`src/stia_pkg.sv`:
```
package stia_pkg;

  // request codes
  localparam logic [1:0] REQ_INSERT = 2'd0;
  localparam logic [1:0] REQ_FIND   = 2'd1;
  localparam logic [1:0] REQ_DELETE = 2'd2;
  localparam logic [1:0] REQ_QUERY  = 2'd3;

  // result status codes
  localparam logic [1:0] STAT_OK        = 2'd0;
  localparam logic [1:0] STAT_NOT_FOUND = 2'd1;
  localparam logic [1:0] STAT_FULL      = 2'd2;

  // fixed port field widths
  localparam int REQ_W   = 2;
  localparam int KEY_W   = 16;
  localparam int STAT_W  = 2;
  localparam int SLOT_W  = 4;
  localparam int NEWID_W = 16;

endpackage

```
`src/slot_table_id_allocator_core.sv`:
```
// Slot table with running identifier allocation; one slot is scanned per cycle.
// Query, insert on a full table and find/delete on an empty table go from idle
// straight to the done state; other requests scan the RAM from slot 0 up to the
// first hit or the last slot. The result is then registered at the output.
// Throughput: one request at a time; the next one is accepted once the result is queued.
// Reset: synchronous, active low; a clearing pass over all SLOT_COUNT slots follows.
module slot_table_id_allocator_core #(
  parameter int SLOT_COUNT = 16,
  parameter int ID_BITS    = 16
) (
  input  logic                         clk,
  input  logic                         rst_n,
  input  logic                         in_valid,
  output logic                         in_stall,
  input  logic [stia_pkg::REQ_W-1:0]   in_req_type,
  input  logic [stia_pkg::KEY_W-1:0]   in_key_id,
  output logic                         out_valid,
  input  logic                         out_stall,
  output logic [stia_pkg::STAT_W-1:0]  out_status,
  output logic [stia_pkg::SLOT_W-1:0]  out_slot_index,
  output logic [stia_pkg::NEWID_W-1:0] out_new_id,
  output logic                         out_any_occupied
);

  localparam int IDX_W = $clog2(SLOT_COUNT);
  localparam int CNT_W = $clog2(SLOT_COUNT + 1);
  localparam int ENT_W = ID_BITS + 1;
  localparam logic [IDX_W-1:0] LAST_IDX = IDX_W'(SLOT_COUNT - 1);
  localparam logic [CNT_W-1:0] FULL_CNT = CNT_W'(SLOT_COUNT);

  typedef enum logic [1:0] {
    ST_CLEAR,
    ST_IDLE,
    ST_SCAN,
    ST_DONE
  } state_t;

  state_t state_r, state_nxt;
  logic [IDX_W-1:0] scan_addr_r, scan_addr_nxt;
  logic issue_end_r, issue_end_nxt;
  logic rd_vld_r, rd_vld_nxt;
  logic [IDX_W-1:0] rd_idx_r, rd_idx_nxt;
  logic [stia_pkg::REQ_W-1:0] req_r, req_nxt;
  logic [ID_BITS-1:0] key_r, key_nxt;
  logic [CNT_W-1:0] occ_cnt_r, occ_cnt_nxt;
  logic [ID_BITS-1:0] id_ctr_r, id_ctr_nxt;
  logic [stia_pkg::STAT_W-1:0] res_status_r, res_status_nxt;
  logic [IDX_W-1:0] res_idx_r, res_idx_nxt;
  logic [ID_BITS-1:0] res_id_r, res_id_nxt;
  logic out_valid_r, out_valid_nxt;
  logic [stia_pkg::STAT_W-1:0] out_status_r, out_status_nxt;
  logic [stia_pkg::SLOT_W-1:0] out_idx_r, out_idx_nxt;
  logic [stia_pkg::NEWID_W-1:0] out_id_r, out_id_nxt;
  logic out_occ_r, out_occ_nxt;

  logic wr_en;
  logic [IDX_W-1:0] wr_addr;
  logic [ENT_W-1:0] wr_data;
  logic [ENT_W-1:0] rd_data;
  logic slot_hit;

  stia_slot_ram #(
    .DEPTH(SLOT_COUNT),
    .WIDTH(ENT_W)
  ) u_ram (
    .clk    (clk),
    .wr_en  (wr_en),
    .wr_addr(wr_addr),
    .wr_data(wr_data),
    .rd_addr(scan_addr_r),
    .rd_data(rd_data)
  );

  // insert looks for a free slot, find/delete for a valid slot with matching id
  assign slot_hit = (req_r == stia_pkg::REQ_INSERT) ? !rd_data[ID_BITS] :
                    (rd_data[ID_BITS] && (rd_data[ID_BITS-1:0] == key_r));

  always_comb begin
    state_nxt      = state_r;
    scan_addr_nxt  = scan_addr_r;
    issue_end_nxt  = issue_end_r;
    rd_vld_nxt     = rd_vld_r;
    rd_idx_nxt     = rd_idx_r;
    req_nxt        = req_r;
    key_nxt        = key_r;
    occ_cnt_nxt    = occ_cnt_r;
    id_ctr_nxt     = id_ctr_r;
    res_status_nxt = res_status_r;
    res_idx_nxt    = res_idx_r;
    res_id_nxt     = res_id_r;
    out_valid_nxt  = out_valid_r & out_stall;
    out_status_nxt = out_status_r;
    out_idx_nxt    = out_idx_r;
    out_id_nxt     = out_id_r;
    out_occ_nxt    = out_occ_r;
    wr_en          = 1'b0;
    wr_addr        = rd_idx_r;
    wr_data        = '0;

    unique case (state_r)
      ST_CLEAR: begin
        wr_en   = 1'b1;
        wr_addr = scan_addr_r;
        if (scan_addr_r == LAST_IDX) begin
          scan_addr_nxt = '0;
          state_nxt     = ST_IDLE;
        end else begin
          scan_addr_nxt = scan_addr_r + IDX_W'(1);
        end
      end
      ST_IDLE: begin
        if (in_valid) begin
          req_nxt        = in_req_type;
          key_nxt        = ID_BITS'(in_key_id);
          res_status_nxt = stia_pkg::STAT_OK;
          res_idx_nxt    = '0;
          res_id_nxt     = '0;
          scan_addr_nxt  = '0;
          issue_end_nxt  = 1'b0;
          rd_vld_nxt     = 1'b0;
          state_nxt      = ST_SCAN;
          unique case (in_req_type) inside
            stia_pkg::REQ_INSERT: begin
              if (occ_cnt_r == FULL_CNT) begin
                res_status_nxt = stia_pkg::STAT_FULL;
                state_nxt      = ST_DONE;
              end
            end
            stia_pkg::REQ_FIND, stia_pkg::REQ_DELETE: begin
              if (occ_cnt_r == '0) begin
                res_status_nxt = stia_pkg::STAT_NOT_FOUND;
                state_nxt      = ST_DONE;
              end
            end
            stia_pkg::REQ_QUERY: begin
              state_nxt = ST_DONE;
            end
          endcase
        end
      end
      ST_SCAN: begin
        // read of slot n is issued while slot n-1 is checked
        rd_vld_nxt = !issue_end_r;
        rd_idx_nxt = scan_addr_r;
        if (!issue_end_r) begin
          if (scan_addr_r == LAST_IDX) begin
            issue_end_nxt = 1'b1;
          end else begin
            scan_addr_nxt = scan_addr_r + IDX_W'(1);
          end
        end
        if (rd_vld_r) begin
          if (slot_hit) begin
            res_idx_nxt = rd_idx_r;
            state_nxt   = ST_DONE;
            if (req_r == stia_pkg::REQ_INSERT) begin
              wr_en       = 1'b1;
              wr_data     = {1'b1, id_ctr_r};
              res_id_nxt  = id_ctr_r;
              id_ctr_nxt  = id_ctr_r + ID_BITS'(1);
              occ_cnt_nxt = occ_cnt_r + CNT_W'(1);
            end else if (req_r == stia_pkg::REQ_DELETE) begin
              wr_en       = 1'b1;
              wr_data     = {1'b0, rd_data[ID_BITS-1:0]};
              occ_cnt_nxt = occ_cnt_r - CNT_W'(1);
            end
          end else if (rd_idx_r == LAST_IDX) begin
            res_status_nxt = stia_pkg::STAT_NOT_FOUND;
            state_nxt      = ST_DONE;
          end
        end
      end
      ST_DONE: begin
        if (!out_valid_r || !out_stall) begin
          out_valid_nxt  = 1'b1;
          out_status_nxt = res_status_r;
          out_idx_nxt    = stia_pkg::SLOT_W'(res_idx_r);
          out_id_nxt     = stia_pkg::NEWID_W'(res_id_r);
          out_occ_nxt    = (occ_cnt_r != '0);
          state_nxt      = ST_IDLE;
        end
      end
      default: begin
        state_nxt = ST_IDLE;
      end
    endcase
  end

  always_ff @(posedge clk) begin
    if (!rst_n) begin
      state_r     <= ST_CLEAR;
      scan_addr_r <= '0;
      issue_end_r <= 1'b0;
      rd_vld_r    <= 1'b0;
      occ_cnt_r   <= '0;
      id_ctr_r    <= '0;
      out_valid_r <= 1'b0;
    end else begin
      state_r     <= state_nxt;
      scan_addr_r <= scan_addr_nxt;
      issue_end_r <= issue_end_nxt;
      rd_vld_r    <= rd_vld_nxt;
      occ_cnt_r   <= occ_cnt_nxt;
      id_ctr_r    <= id_ctr_nxt;
      out_valid_r <= out_valid_nxt;
    end
    rd_idx_r     <= rd_idx_nxt;
    req_r        <= req_nxt;
    key_r        <= key_nxt;
    res_status_r <= res_status_nxt;
    res_idx_r    <= res_idx_nxt;
    res_id_r     <= res_id_nxt;
    out_status_r <= out_status_nxt;
    out_idx_r    <= out_idx_nxt;
    out_id_r     <= out_id_nxt;
    out_occ_r    <= out_occ_nxt;
  end

  assign in_stall         = (state_r != ST_IDLE);
  assign out_valid        = out_valid_r;
  assign out_status       = out_status_r;
  assign out_slot_index   = out_idx_r;
  assign out_new_id       = out_id_r;
  assign out_any_occupied = out_occ_r;

`ifndef SYNTH
  a_occ_bound: assert property (@(posedge clk) disable iff (!rst_n)
    occ_cnt_r <= FULL_CNT)
    else $error("occupancy count above slot count");

  a_id_on_insert: assert property (@(posedge clk) disable iff (!rst_n)
    (id_ctr_r != $past(id_ctr_r)) |-> (occ_cnt_r == $past(occ_cnt_r) + CNT_W'(1)))
    else $error("id counter advanced without a slot being filled");

  a_occ_in_scan: assert property (@(posedge clk) disable iff (!rst_n)
    (occ_cnt_r != $past(occ_cnt_r)) |-> ($past(state_r) == ST_SCAN))
    else $error("occupancy changed outside a slot scan");

  a_result_from_done: assert property (@(posedge clk) disable iff (!rst_n)
    $rose(out_valid_r) |-> ($past(state_r) == ST_DONE))
    else $error("result transfer raised outside done state");
`endif

endmodule

```
`src/stia_slot_ram.sv`:
```
module stia_slot_ram #(
  parameter int DEPTH = 16,
  parameter int WIDTH = 17
) (
  input  logic                     clk,
  input  logic                     wr_en,
  input  logic [$clog2(DEPTH)-1:0] wr_addr,
  input  logic [WIDTH-1:0]         wr_data,
  input  logic [$clog2(DEPTH)-1:0] rd_addr,
  output logic [WIDTH-1:0]         rd_data
);

  logic [WIDTH-1:0] mem [DEPTH];

  always_ff @(posedge clk) begin
    if (wr_en) begin
      mem[wr_addr] <= wr_data;
    end
  end

  always_ff @(posedge clk) begin
    rd_data <= mem[rd_addr];
  end

endmodule

```
`config.mk`:
```
export PLATFORM = sky130hd
export DESIGN_NAME = slot_table_id_allocator_core
export DESIGN_NICKNAME = d
export VERILOG_FILES = /design/src/stia_pkg.sv /design/src/slot_table_id_allocator_core.sv /design/src/stia_slot_ram.sv
export SDC_FILE = /design/constraint.sdc
export NUM_CORES = 1
export LEC_CHECK = 0
export BUFFER_PORTS_ARGS = -buffer_cell sky130_fd_sc_hd__clkbuf_2
export CAP_MARGIN = 20
export CORE_ASPECT_RATIO = 1.25
export CORE_MARGIN = 2
export CORE_UTILIZATION = 56
export CTS_CLUSTER_SIZE = 40
export DETAILED_ROUTE_END_ITERATION = 16
export PLACE_DENSITY = 0.76
export SLEW_MARGIN = 20
export SYNTH_ARGS = -nofsm -noshare
export SYNTH_HDL_FRONTEND = slang
export SYNTH_HIERARCHICAL = 1
export SYNTH_SLANG_ARGS = --single-unit
```
`constraint.sdc`:
```
create_clock -name clk -period 3.91 [get_ports clk]
set_input_delay 0.782 -clock clk [delete_from_list [all_inputs] [get_ports clk]]
set_output_delay 0.782 -clock clk [all_outputs]
set_load 0.02 [all_outputs]
```
Word level (Yosys, flattened, before mapping)

Memory sizes are Yosys's and may differ from the RTL's. A register that Yosys moved wholly into a read port is not among the register bits.
Cells that the tools add are included.
W data, S select, Z words.

Logic and storage cells: 125
Memories kept: 1
Register bits: 97
Bits of input ports: 22
RAM bits: 272

Memories:

| memory    | depth | bits a word | read ports | clocked after Yosys merged registers in | write ports | line                | source |
|---|---|---|---|---|---|---|---|
| u_ram.mem | 16    | 17          | 1          | 1                                       | 1           | stia_slot_ram.sv:13 | `logic [WIDTH-1:0] mem [DEPTH];` |

Add/subtract/negate cells: 4
Reductions and logical operators: 25
Muxes and demuxes: 54
Eq/ne operators: 23
Bitwise logic cells: 1

Operator list:

| kind                    | count |
|---|---|
| $mux W16                | 5 |
| $mux W17                | 4 |
| $pmux W16 S2            | 1 |
| $mux W4                 | 7 |
| $mux W2                 | 11 |
| $ne A2 B2 Y1 const B    | 10 |
| $add A16 B1 Y16 const B | 1 |
| $eq A16 B16 Y1          | 1 |
| $reduce_and A4 Y1       | 4 |
| $mux W1                 | 15 |
| $reduce_and A5 Y1       | 3 |
| $pmux W4 S3             | 1 |
| $eq A2 B2 Y1 const B    | 5 |
| $mux W5                 | 2 |
| $eq A4 B4 Y1 const B    | 2 |
| $pmux W2 S2             | 2 |
| $pmux W2 S4             | 1 |
| $pmux W4 S2             | 1 |
| $logic_not A2 Y1        | 3 |
| $pmux W1 S2             | 3 |
| $pmux W2 S3             | 1 |
| $reduce_and A2 Y1       | 3 |
| $add A5 B1 Y5 const B   | 1 |
| $eq A5 B5 Y1 const B    | 1 |
| other kinds (14)        | 19 |

Logic depth before layout (Yosys ltp)

Depth in word-level cells: 8
Depth in mapped cells: 9

Modules after synthesis

Netlist, hierarchy kept.

Modules (own cells, without submodules):

| module                       | cells an instance | instances | seq. area each (um^2) | area each (um^2) |
|---|---|---|---|---|
| stia_slot_ram                | 458               | 1         | 8508.2                | 10637.7 |
| slot_table_id_allocator_core | 352               | 1         | 2612.5                | 4376.7 |

Least setup slack after synthesis

OpenSTA, ideal clock, no wires.

Kind: register -> register
Start: register state_r[0]
End: memory u_ram.mem[0][0] (enable)
Buffers on the path: 1
Arrival time: 3.344 ns
Cell stages (with the launch flop): 10
Required time: 3.497 ns
Clock period less this slack: 3.757 ns
Slack: 0.153 ns
Library setup time: 0.413 ns
Path through: dfxtp_1 -> inv_1 -> ha_1 -> nand2_1 -> or2_2 -> and3b_1 -> buf_2 -> or3_1 -> or3b_2 -> nor3_1

Longest elaborated chain between the ends: 4

RTL lines:

| what                                             | line                                | source |
|---|---|---|
| start, declared                                  | slot_table_id_allocator_core.sv:38  | `state_t state_r, state_nxt;` |
| start signal, assigned                           | slot_table_id_allocator_core.sv:199 | `state_r <= state_nxt;` |
| $eq A2 B2 Y1 or $logic_not A2 Y1 (tied branches) | slot_table_id_allocator_core.sv:100 | `unique case (state_r)` |
| $pmux W1 S2 *                                    | slot_table_id_allocator_core.sv:100 |  |
| via wr_en                                        | slot_table_id_allocator_core.sv:56  | `logic wr_en;` |
| $mux W1 *                                        | stia_slot_ram.sv:16                 | `if (wr_en) begin` |
| $mux W1 (not written as such) *                  | stia_slot_ram.sv:17                 | `mem[wr_addr] <= wr_data;` |
| end, declared                                    | stia_slot_ram.sv:13                 |  |

The timed path passes the listed nets; every way through them passes the cells marked *.

Worst setup path in the final report

Start: register state_r[0]
End: memory u_ram.mem[2][16] (enable)

Same word-level chain as after synthesis.

==> summary.md <==
| Metric | Value |
|---|---|
| Status | finished, final reports clean |
| Sw Ratio | 19.8% |
| Final min period | 3.16 ns |
| GRT busiest layer | met2 |
| Setup crit end kind | flip-flop |
| Routability cong. | 0.818 |
| Initial Utilization | 56.5% |
| Post-synthesis sequential area ratio | 74.1% |
| Pwr dens | 498 nW/um^2 |
| Critical path's largest stage delay | 0.75 ns |
| Sequential power share | 54.4% |
| Leading area contributor after synthesis | edfxtp_1 |
| Maximum VDD drop | 255 uV |
| Synthesized Nets | 846 |
| Yosys cell types | 58 |
| Reg2reg path depth | 8 |
| Global Route met3 Usage | 3.49% |
| Post-CTS Setup Bufs | 0 |
| Vias in the first global route | 7696 |
| Inserted Clock Buffers | 36 |
| Nets@finish | 921 |
| Crit path arrival time | 3.30 ns |
| Clk network pwr share | 41.4% |
| Crit-path cells | inv_1 > ha_1 > nand2_1 > or2_2 > and3b_1 > or3_1 > or3b_2 > nor2_2 |
| Root Buffer | clkbuf_16 |
| Synth warnings | 6 |
| Clk_skew | 0.0146 ns |
| CP max FO | 17 |
| FF+latch area | 11100 um^2 |
| GR met2 Demand/Resource | 39.6% |
| Die height | 187 um |
| Max-capacitance violation count | 0 |
| Post-CTS sizing | 0 |
| Final hold violation count | 0 |
| Worst setup margin | 0.747 ns |
| Met1 Use GR | 28.7% |
| Fmax | 316 MHz |
| Post-Syn Area | 15000 um^2 |
| DRT Pass-1 Iters | 5 |
| Top-area cell type share of the netlist area | 67.8% |
| IO Count | 47 |
| Synth Register Bits | 386 |
| Top_reg_cell synth | edfxtp_1 |
| Share of layout cells above drive strength 1 | 24.1% |
| Switch Pwr | 0.00167 W |
| Fin. max-slew vios | 0 |
| Leakage | 6.13 nW |
| Synth top area cells | edfxtp_1 (68%), mux4_2 (9.8%), dfxtp_1 (6.3%) |
| Ys async rst share | 0% |
| Power share of the combinational group | 4.2% |
| Crit path launch type | flip-flop |
| Worst Hold Class | flip-flop to flip-flop |
| Synth Area per Inst | 18.5 um^2 |
| Final core utilization | 63.7% |
| Final setup fails | 0 |
| Filler cells | 1733 |
| GRT Total Usage | 22.7% |
| DR vias | 7543 |
| EDFF count, synth | 339 |
| Routed len/inst | 24.7 um |
| Hold Path Stages | 0 |
| RSZ-0062 raised after global routing | false |
| Vias per cell | 6.01 |
| Core ar. | 26600 um^2 |
| Chip Width | 150 um |
| Cts hold-fix bufs | 0 |
| Worst-Margin Slew | 1.06 ns |
| Rows | 67 |
| Final WL | 31.0 mm |
| DRC | 0 |
| Mapped Cells | 810 |
| CP delay by family, top | simple AND/OR/NAND/NOR gates |
| Period utilization | 80.9% |
| Clock Latency Late Sink | 0.51 ns |
| Die area | 28100 um^2 |
| Place WS | 0.725 ns |
| Clock sinks | 386 |
| H-tree depth | 2 |
| # diodes | 0 |
| WS Path Type | flip-flop to flip-flop |
| Critical Path RT | 4.04 ns |
| Post-DP HPWL | 19.5 mm |
| Multi-input logic area | 3710 um^2 |
| WP depth | 8 |
| Clk slew on worst S/H paths | 0.06 ns |
| Crit-path slowest cell | nor2_2 |
| Pin count of the biggest net entering global routing | 49 |
| Post-Route Setup TNS | 0 ns |
| First-pass GRT wire length | 46.9 mm |
| Slew HR | 28.8% |
| Internal power | 0.00676 W |
| Routed Antenna Nets | 0 |
| Port Buffer Count | 46 |
| Initial DRC count | 602 |
| CTS tree | yes |
| Worst Path Buf+Inv | 1 |
| Max clock buf depth | 3 |
| Grt ovf | 0 |
| Area grow syn2layout | 12.8% |
| Initial antenna violation count | 0 |
-- worst paths after layout --
check	start	end	slack (ns)
worst max-delay path	state_r[0]	u_ram/mem[2][16]	0.75
worst min-delay path	res_idx_r[1]	out_slot_index[1]	0.42
worst max register to register	state_r[0]	u_ram/mem[2][16]	0.75
worst min register to register	res_idx_r[1]	out_slot_index[1]	0.42
-- sequential cells by signal, indices dropped and copies added (netlist names), 2 cells and up --
register / cells
u_ram/mem: 272
u_ram/rd_data: 17
id_ctr_r: 16
key_r: 16
out_new_id: 16
res_id_r: 16
occ_cnt_r: 5
out_slot_index: 4
rd_idx_r: 4
res_idx_r: 4
scan_addr_r: 4
out_status: 2
req_r: 2
res_status_r: 2
state_r: 2
-- routing by layer --
metal / vias up / part of all wire (%) / wire [um]
met5: - / 0 / 0
met4: 0 / 3.5 / 1080
met3: 59 / 6.8 / 2100
met2: 300 / 53 / 16400
met1: 3835 / 37 / 11500
li1: 3349 / - / -
-- cell usage after synthesis (2+ instances only) --
library cell and number:
edfxtp_1 339, mux4_2 65, dfxtp_1 47, nand2_1 42, and2_1 36, a22oi_1 34, xnor2_1 28, nor2_1 26
clkbuf_1 17, ha_1 13, a22o_1 12, buf_2 11, inv_1 11, mux2i_1 11, a21oi_1 9, o21ai_0 9
nand4_1 8, nor2b_1 8, nor3_1 8, nand3_1 7, and3_1 5, or3_1 5, a21boi_0 4, mux2_2 4
nand2b_1 4, xor2_1 4, a21o_1 3, buf_6 3, mux4_1 3, a21boi_1 2, and4_1 2, buf_8 2
nand3b_1 2, or4_1 2
-- stage by stage --
stage	hold slack [ns]	instances	total power, W	area (um^2)
finish	0.419	1256	0.00844	16900
global route	0.429	1256	0.00869	16900
global placement	0.401	1191	0.00502	15700
detailed placement	0.406	1191	0.00503	15700
floorplan	0.400	810	0.00491	15000
CTS	0.421	1255	0.00851	16900
-- layout by cell type (no fill, tap or decap), drive strengths merged, types with 5 or more instances in the layout --
| cell | count |
|---|---|
| mux4 | 68 |
| nand4 | 9 |
| nand2 | 42 |
| a21boi | 6 |
| xnor2 | 28 |
| inv | 12 |
| nor3 | 9 |
| nor2b | 8 |
| nor2 | 28 |
| or3 | 6 |
| buf | 27 |
| and3 | 5 |
| a22o | 12 |
| a22oi | 34 |
| o21ai | 10 |
| dfxtp | 47 |
| clkinv | 9 |
| and2 | 37 |
| mux2i | 11 |
| nand3 | 7 |
| edfxtp | 339 |
| ha | 13 |
| clkbuf | 95 |
| a21oi | 9 |
-- power groups by stage --
| stage | clock network (W) | registers (W) | logic [W] |
|---|---|---|---|
| global placement | 0 | 0.00467 | 0.000347 |
| global route | 0.00371 | 0.00460 | 0.000377 |
| detailed placement | 0 | 0.00468 | 0.000349 |
| finish | 0.00349 | 0.00459 | 0.000351 |
| CTS | 0.00356 | 0.00459 | 0.000354 |
| floorplan | 0 | 0.00464 | 0.000268 |
-- cells by family after synthesis --
kind of cell | after synthesis | synth area share, %
flip-flops | 386 | 74.1
multiplexers | 83 | 11.3
buffers and inverters | 47 | 1.60
adder cells (fa/ha/maj) | 14 | 1.22
AND/OR/NAND/NOR | 167 | 6.08
XOR/XNOR | 32 | 1.87
AO/OA/AOI/OAI | 81 | 3.87
-- layout make-up --
cell class              count  share of cell area, %
flip-flops and latches    386                   65.7
multi-input cells         377                   21.9
clock buffers              49                   5.97
repair buffers             73                   2.63
well taps                 345                   2.55
clock inverters            15                   1.03
inverters                  11                  0.244
Power figures use the tool's default switching activity.
